### src/rtl/dcmm_pkg.sv
// ----------------------------------------------------------------------------
// dcmm_pkg
// Shared types and constants of the dual comparator mode mux.
// ----------------------------------------------------------------------------
package dcmm_pkg;

   localparam int LEVEL_BITS = 12;

   typedef logic [LEVEL_BITS-1:0] level_type;
   typedef logic [2:0]            mode_type;

   // opcodes
   localparam logic OP_LEVEL   = 1'b0;
   localparam logic OP_CONTROL = 1'b1;

   // channel of the reference level
   localparam logic [2:0] CH_REFERENCE = 3'd4;

   // routing modes
   localparam mode_type MODE_TIED         = 3'd0;
   localparam mode_type MODE_SHARED_CIS   = 3'd1;
   localparam mode_type MODE_REF_MUX      = 3'd2;
   localparam mode_type MODE_SHARED       = 3'd3;
   localparam mode_type MODE_INDEPENDENT  = 3'd4;
   localparam mode_type MODE_ONE_OFF      = 3'd5;
   localparam mode_type MODE_SHARED_DRIVE = 3'd6;
   localparam mode_type MODE_OFF          = 3'd7;

   // control byte bit positions
   localparam int BIT_CIS   = 3;
   localparam int BIT_C1INV = 4;
   localparam int BIT_C2INV = 5;
   localparam int BIT_C1OUT = 6;
   localparam int BIT_C2OUT = 7;

   typedef struct packed {
      logic first_out;    // compare, inverted when C1INV is set, goes to C1OUT
      logic second_out;   // compare, inverted when C2INV is set, goes to C2OUT
      logic first_equal;
      logic second_equal;
   } cmp_result_type;

endpackage

### src/rtl/dual_comparator_mode_mux.sv
// ----------------------------------------------------------------------------
// dual_comparator_mode_mux
// Dual analog comparator with eight routing modes and a control byte.
// ----------------------------------------------------------------------------
// Usage:
//   req_* carries one beat per item: a level update (pin 0..3 or the
//   reference level) or a control byte write. rsp_* returns exactly one
//   beat per request with the updated control byte, its previous value,
//   the change mask and the comparator levels.
//   An accepted request is loaded into the input register; the routing,
//   compares and state update then move it into the response register.
//   One beat is accepted every cycle while req_stall is low; the state
//   update of one beat is registered with its response and is seen by
//   the next beat.
//   Reset clears the pin levels, reference level and control byte and
//   empties both register stages.
//   While rsp_stall is high the response holds; one more request may
//   enter the input register, after which req_stall is raised.
// ----------------------------------------------------------------------------
module dual_comparator_mode_mux (
   input  logic        clock,
   input  logic        reset,
   input  logic        req_valid,
   output logic        req_stall,
   input  logic        req_opcode,
   input  logic [2:0]  req_channel,
   input  logic [11:0] req_sample,
   input  logic [7:0]  req_control_value,
   output logic        rsp_valid,
   input  logic        rsp_stall,
   output logic [7:0]  rsp_status_byte,
   output logic [7:0]  rsp_previous_byte,
   output logic [7:0]  rsp_changed_mask,
   output logic        rsp_change_report,
   output logic        rsp_first_level,
   output logic        rsp_second_level,
   output logic        rsp_first_equal,
   output logic        rsp_second_equal,
   output logic        rsp_pins_driven
);
   import dcmm_pkg::*;

   // input register
   logic        s1_valid_ff;
   logic        s1_opcode_ff;
   logic [2:0]  s1_channel_ff;
   logic [11:0] s1_sample_ff;
   logic [7:0]  s1_control_ff;

   // block state
   level_type   pins_ff [4];
   level_type   pins_in [4];
   level_type   reference_ff;
   level_type   reference_in;
   logic [7:0]  control_ff;
   logic [7:0]  control_in;
   logic [7:0]  written;

   // response register
   logic        rsp_valid_ff;
   logic [7:0]  status_ff;
   logic [7:0]  previous_ff;
   logic        report_ff;
   logic        level1_ff;
   logic        level2_ff;
   logic        equal1_ff;
   logic        equal2_ff;

   logic           s1_advance;
   logic           req_take;
   level_type      sample_level;
   cmp_result_type cmp;

   assign s1_advance   = s1_valid_ff && (!rsp_valid_ff || !rsp_stall);
   assign req_stall    = s1_valid_ff && !s1_advance;
   assign req_take     = req_valid && !req_stall;
   assign sample_level = LEVEL_BITS'(s1_sample_ff);

   always_comb begin
      pins_in      = pins_ff;
      reference_in = reference_ff;
      written      = control_ff;
      if (s1_opcode_ff == OP_CONTROL) begin
         written = s1_control_ff;
      end else if (s1_channel_ff < CH_REFERENCE) begin
         pins_in[s1_channel_ff[1:0]] = sample_level;
      end else if (s1_channel_ff == CH_REFERENCE) begin
         reference_in = sample_level;
      end
   end

   dcmm_eval u_eval (
      .pin_levels      (pins_in),
      .reference_level (reference_in),
      .control         (written),
      .result          (cmp)
   );

   assign control_in = {cmp.second_out, cmp.first_out, written[5:0]};

   always_ff @(posedge clock) begin
      if (reset) begin
         s1_valid_ff  <= 1'b0;
         rsp_valid_ff <= 1'b0;
         pins_ff      <= '{default: '0};
         reference_ff <= '0;
         control_ff   <= '0;
      end else begin
         if (req_take) begin
            s1_valid_ff <= 1'b1;
         end else if (s1_advance) begin
            s1_valid_ff <= 1'b0;
         end
         if (s1_advance) begin
            rsp_valid_ff <= 1'b1;
            pins_ff      <= pins_in;
            reference_ff <= reference_in;
            control_ff   <= control_in;
         end else if (!rsp_stall) begin
            rsp_valid_ff <= 1'b0;
         end
      end
   end

   always_ff @(posedge clock) begin
      if (req_take) begin
         s1_opcode_ff  <= req_opcode;
         s1_channel_ff <= req_channel;
         s1_sample_ff  <= req_sample;
         s1_control_ff <= req_control_value;
      end
      if (s1_advance) begin
         status_ff   <= control_in;
         previous_ff <= control_ff;
         // level updates never report, even when the output bits move
         report_ff   <= (s1_opcode_ff == OP_CONTROL) && (control_in != control_ff);
         level1_ff   <= cmp.first_out && !cmp.first_equal;
         level2_ff   <= cmp.second_out && !cmp.second_equal;
         equal1_ff   <= cmp.first_equal;
         equal2_ff   <= cmp.second_equal;
      end
   end

   assign rsp_valid         = rsp_valid_ff;
   assign rsp_status_byte   = status_ff;
   assign rsp_previous_byte = previous_ff;
   assign rsp_changed_mask  = status_ff ^ previous_ff;
   assign rsp_change_report = report_ff;
   assign rsp_first_level   = level1_ff;
   assign rsp_second_level  = level2_ff;
   assign rsp_first_equal   = equal1_ff;
   assign rsp_second_equal  = equal2_ff;
   assign rsp_pins_driven   = (status_ff[2:0] == MODE_SHARED_DRIVE);

endmodule

### src/rtl/dcmm_eval.sv
// ----------------------------------------------------------------------------
// dcmm_eval
// Mode routing and the two magnitude comparators.
// ----------------------------------------------------------------------------
module dcmm_eval (
   input  dcmm_pkg::level_type      pin_levels [4],
   input  dcmm_pkg::level_type      reference_level,
   input  logic [7:0]               control,
   output dcmm_pkg::cmp_result_type result
);
   import dcmm_pkg::*;

   mode_type  mode;
   logic      cis;
   level_type vin1;
   level_type ref1;
   level_type vin2;
   level_type ref2;

   assign mode = control[2:0];
   assign cis  = control[BIT_CIS];

   always_comb begin
      ref1 = pin_levels[0];
      vin1 = pin_levels[3];
      ref2 = pin_levels[1];
      vin2 = pin_levels[2];
      unique case (mode)
         MODE_TIED: begin
            vin1 = pin_levels[0];
            vin2 = pin_levels[1];
         end
         MODE_SHARED_CIS: begin
            ref1 = cis ? pin_levels[3] : pin_levels[0];
            vin1 = pin_levels[2];
         end
         MODE_REF_MUX: begin
            ref1 = cis ? pin_levels[3] : pin_levels[0];
            ref2 = cis ? pin_levels[2] : pin_levels[1];
            vin1 = reference_level;
            vin2 = reference_level;
         end
         MODE_SHARED, MODE_SHARED_DRIVE: begin
            vin1 = pin_levels[2];
         end
         MODE_INDEPENDENT: begin
         end
         MODE_ONE_OFF: begin
            vin1 = '0;
            ref1 = '0;
         end
         MODE_OFF: begin
            vin1 = '0;
            ref1 = '0;
            vin2 = '0;
            ref2 = '0;
         end
      endcase
   end

   assign result.first_out    = (vin1 > ref1) ^ control[BIT_C1INV];
   assign result.second_out   = (vin2 > ref2) ^ control[BIT_C2INV];
   assign result.first_equal  = (vin1 == ref1);
   assign result.second_equal = (vin2 == ref2);

endmodule
### config.mk
export PLATFORM = sky130hd
export DESIGN_NAME = dual_comparator_mode_mux
export DESIGN_NICKNAME = d
export VERILOG_FILES = /design/src/rtl/dcmm_pkg.sv /design/src/rtl/dual_comparator_mode_mux.sv /design/src/rtl/dcmm_eval.sv
export SDC_FILE = /design/constraint.sdc
export NUM_CORES = 1
export LEC_CHECK = 0
export ABC_AREA = 1
export BUFFER_PORTS_ARGS = -buffer_cell sky130_fd_sc_hd__clkbuf_2
export CAP_MARGIN = 20
export CORE_UTILIZATION = 45
export CTS_CLUSTER_DIAMETER = 50
export DETAILED_ROUTE_END_ITERATION = 12
export MAX_ROUTING_LAYER = met4
export PLACE_DENSITY = 0.69
export SLEW_MARGIN = 20
export SYNTH_ARGS = -nofsm -noshare
export SYNTH_HDL_FRONTEND = slang
export SYNTH_SLANG_ARGS = --single-unit
### constraint.sdc
create_clock -name clock -period 4.1 [get_ports clock]
set_clock_uncertainty 0.15 [all_clocks]
set_input_delay 0.205 -clock clock [delete_from_list [all_inputs] [get_ports clock]]
set_output_delay 0.205 -clock clock [all_outputs]
set_load 0.05 [all_outputs]
==> metrics.txt <==
Reg clk slew, reported paths 0.05 ns; worst-path fanout max 13; Yosys top cell area share 21.6%; Least-Margin Pin Slew 1.00 ns; DR WL met3 882 um; Min-Delay Path Class in -> reg; synthesized area per cell 7.27 um^2; proportion of layout cells with a drive suffix above 1 12.5%; critical path endpoint category flip-flop; switching share of power 30.8%; area occupied by multi-input gates 2920 um^2; initial drt markers 465; hpwl dp 10,500 um; end-of-flow core utilization 55.5%; drt drc 0; setup TNS 0 ns; Synth Cell Area 6500 um^2; Sink Count 113; WL final 15,900 um; initial antenna violation count 0; EDFF count, synth 43; Starting Density 46.5%; Max Used Layer met4; count leader, synth inv_1; final setup fails 0; Clock Tree Root clkbuf_16; Fmax achieved 266 MHz; post-synth top area cell dfxtp_1; Logic pwr share 23.3%; port bufs 57; GRT Total Usage 23.5%; slew margin rel. 33.3%; CTS Buf Count 17; htree depth 4; largest net degree at the start of global routing 89; vias in the first global route 5,318; peak supply drop 0.329 mV; PwrDens 456 nW/um^2; Psw 1.09 mW; Post-DRT Antenna Nets 0; share of synthesized registers carrying an async set or reset 0%; largest cells by area after synthesis dfxtp_1 (22%), edfxtp_1 (20%), inv_1 (11%); # rows 43; M1 wire length 7240 um; die area 14,900 um^2; fin. max-slew vios 0; nets@finish 1,018; synthesized net count 946; Top FF cell, synth dfxtp_1; max_cap viols 0; TritonCTS clock tree done; vias per inst 5.14; final count of hold timing violations 0; per-cell routed wire length 13.7 um; DP Cell Count 1,103; unrepaired setup endpoints after global routing false; Static Leak 3.99 nW; Top Ports 60; Synth cell types 33; Final Cycle Share 91.7%; clock buffer depth 2; yosys warns 0; final cell count without fillers 1,159; fill count 1,314; core box area 14,000 um^2; Sequential Area 2690 um^2; Seq pwr share 36.8%; grt total ovfl 0; WL met2 7260 um; CP required 4.12 ns; DRT Pass-1 Iters 5; crit path kind reg -> reg; Worst-Skew Late Latency 0.42 ns; first-pass GRT wire length 25,800 um; Die W 122 um; crit start category flip-flop; antenna cells 0; post-route minimum period 3.76 ns; height of the chip 122 um; Vias 5,963; post-synthesis register bit count 113; critical path arrival 3.78 ns; sequential element share of the synthesized area 41.4%; GP Congestion 0.855; top cells by count, synth inv_1 (182), nand2_1 (157), o21ai_0 (111); gate count after technology mapping 894; overall power 3.54 mW; P_int 2.45 mW; Clock power frac 40.0%; P&R area growth vs syn 19.5%; status complete, no violations
==> worst max-delay path, stage by stage, from the launching register on <==
cell and delay (ns):
edfxtp_1 0.47, inv_4 0.19, nor2_2 0.07, a21oi_4 0.21, inv_2 0.08, nand2_1 0.09
buf_4 0.21, nor2_1 0.09, inv_2 0.09, buf_4 0.21, o211ai_1 0.12, o21ai_1 0.09
inv_1 0.05, ha_1 0.32, a21oi_1 0.17, nand2_1 0.11, nand2_1 0.07, nand3_1 0.15
nand2_1 0.12, nand2_1 0.08, nand3_1 0.08, nand3_1 0.12, nor2_1 0.11, nor2_1 0.04
==> path summary, 6_finish.rpt <==
check             cells after the start                        endpoint  slack, ns                       start
setup / recovery                     23     rsp_change_report$_DFFE_PP_       0.34      s1_opcode_ff$_DFFE_PP_
hold / removal                        3        s1_valid_ff$_SDFFE_PP0P_       0.23                       reset
setup reg to reg                     23     rsp_change_report$_DFFE_PP_       0.34      s1_opcode_ff$_DFFE_PP_
hold reg to reg                       0  rsp_previous_byte[6]$_DFFE_PP_       0.32  control_ff[6]$_SDFFE_PP0P_
==> power groups by stage <==
stage	clock, mW	combinational [mW]	sequential, mW
detailed placement	0	0.794	1.32
global placement	0	0.783	1.32
global route	1.48	0.934	1.31
floorplan	0	0.569	1.37
CTS	1.43	0.820	1.30
finish	1.42	0.825	1.30
==> cell usage in the layout, fill, tap and decap left out, drive strengths merged <==
cell type,n
dfxtp,70
dlygate4sd3,24
o21ai,140
nand3,18
o221ai,11
nor3,4
a31oi,2
o21bai,1
o211ai,29
nor4,2
nand4,6
xor2,9
inv,190
edfxtp,43
a21o,2
bufinv,2
clkinv,6
o2111ai,10
o21a,1
clkbuf,81
ha,24
nand2,161
nor2,59
a21oi,67
buf,17
==> what timing repair did <==
action / 4_1_cts / 5_1_grt
resized for setup: 0 / 4
endpoints found under the hold margin: 24 / 0
hold buffers: 24 / 0
buffers inserted: 0 / 0
endpoints found under the setup margin: 0 / 1
==> logic make-up (layout without fill, tap and decap cells) <==
kind of cell             after synthesis  count (layout)  share of synthesized area [%]
buffers and inverters                235             320                           14.0
adder cells (fa/ha/maj)               24              24                           4.62
AND/OR/NAND/NOR                      250             250                           15.6
XOR/XNOR                               9               9                           1.21
AO/OA/AOI/OAI                        263             263                           23.2
flip-flops                           113             113                           41.4
==> layout make-up <==
cell class | count | area share (%)
Multi-Input combinational cell | 546 | 37.6
Sequential cell | 113 | 34.7
Inverter | 190 | 9.21
Timing Repair Buffer | 98 | 8.41
Clock buffer | 24 | 6.07
Tap cell | 180 | 2.90
Clock inverter | 8 | 1.14
==> metal layers <==
metal  up-vias  global-route usage, %
li1       3085                      -
met1      2649                   28.5
met2       197                   37.0
met3        32                   5.01
met4         0                   11.4
met5         -                      -
==> per-stage QoR <==
step | worst slack, ns | cell area, um^2 | hold slack (ns)
6_report | 0.341 | 7770 | 0.226
5_1_grt | 0.00380 | 7770 | 0.281
4_1_cts | 0.271 | 7750 | 0.218
3_5_place_dp | 0.291 | 6950 | 0.234
3_3_place_gp | 0.335 | 6950 | 0.232
2_1_floorplan | 0.980 | 6500 | 0.154
==> flip-flops by register name, indices dropped and copies added, names as in the netlist <==
signal,cells
control_ff,8
rsp_second_equal,1
pins_ff,48
rsp_first_level,1
s1_control_ff,6
s1_opcode_ff,1
rsp_second_level,1
rsp_valid,1
reference_ff,12
s1_sample_ff,12
rsp_change_report,1
s1_channel_ff,3
rsp_status_byte,8
s1_valid_ff,1
rsp_first_equal,1
rsp_previous_byte,8
No activity file was read; power rests on OpenSTA's default activity.
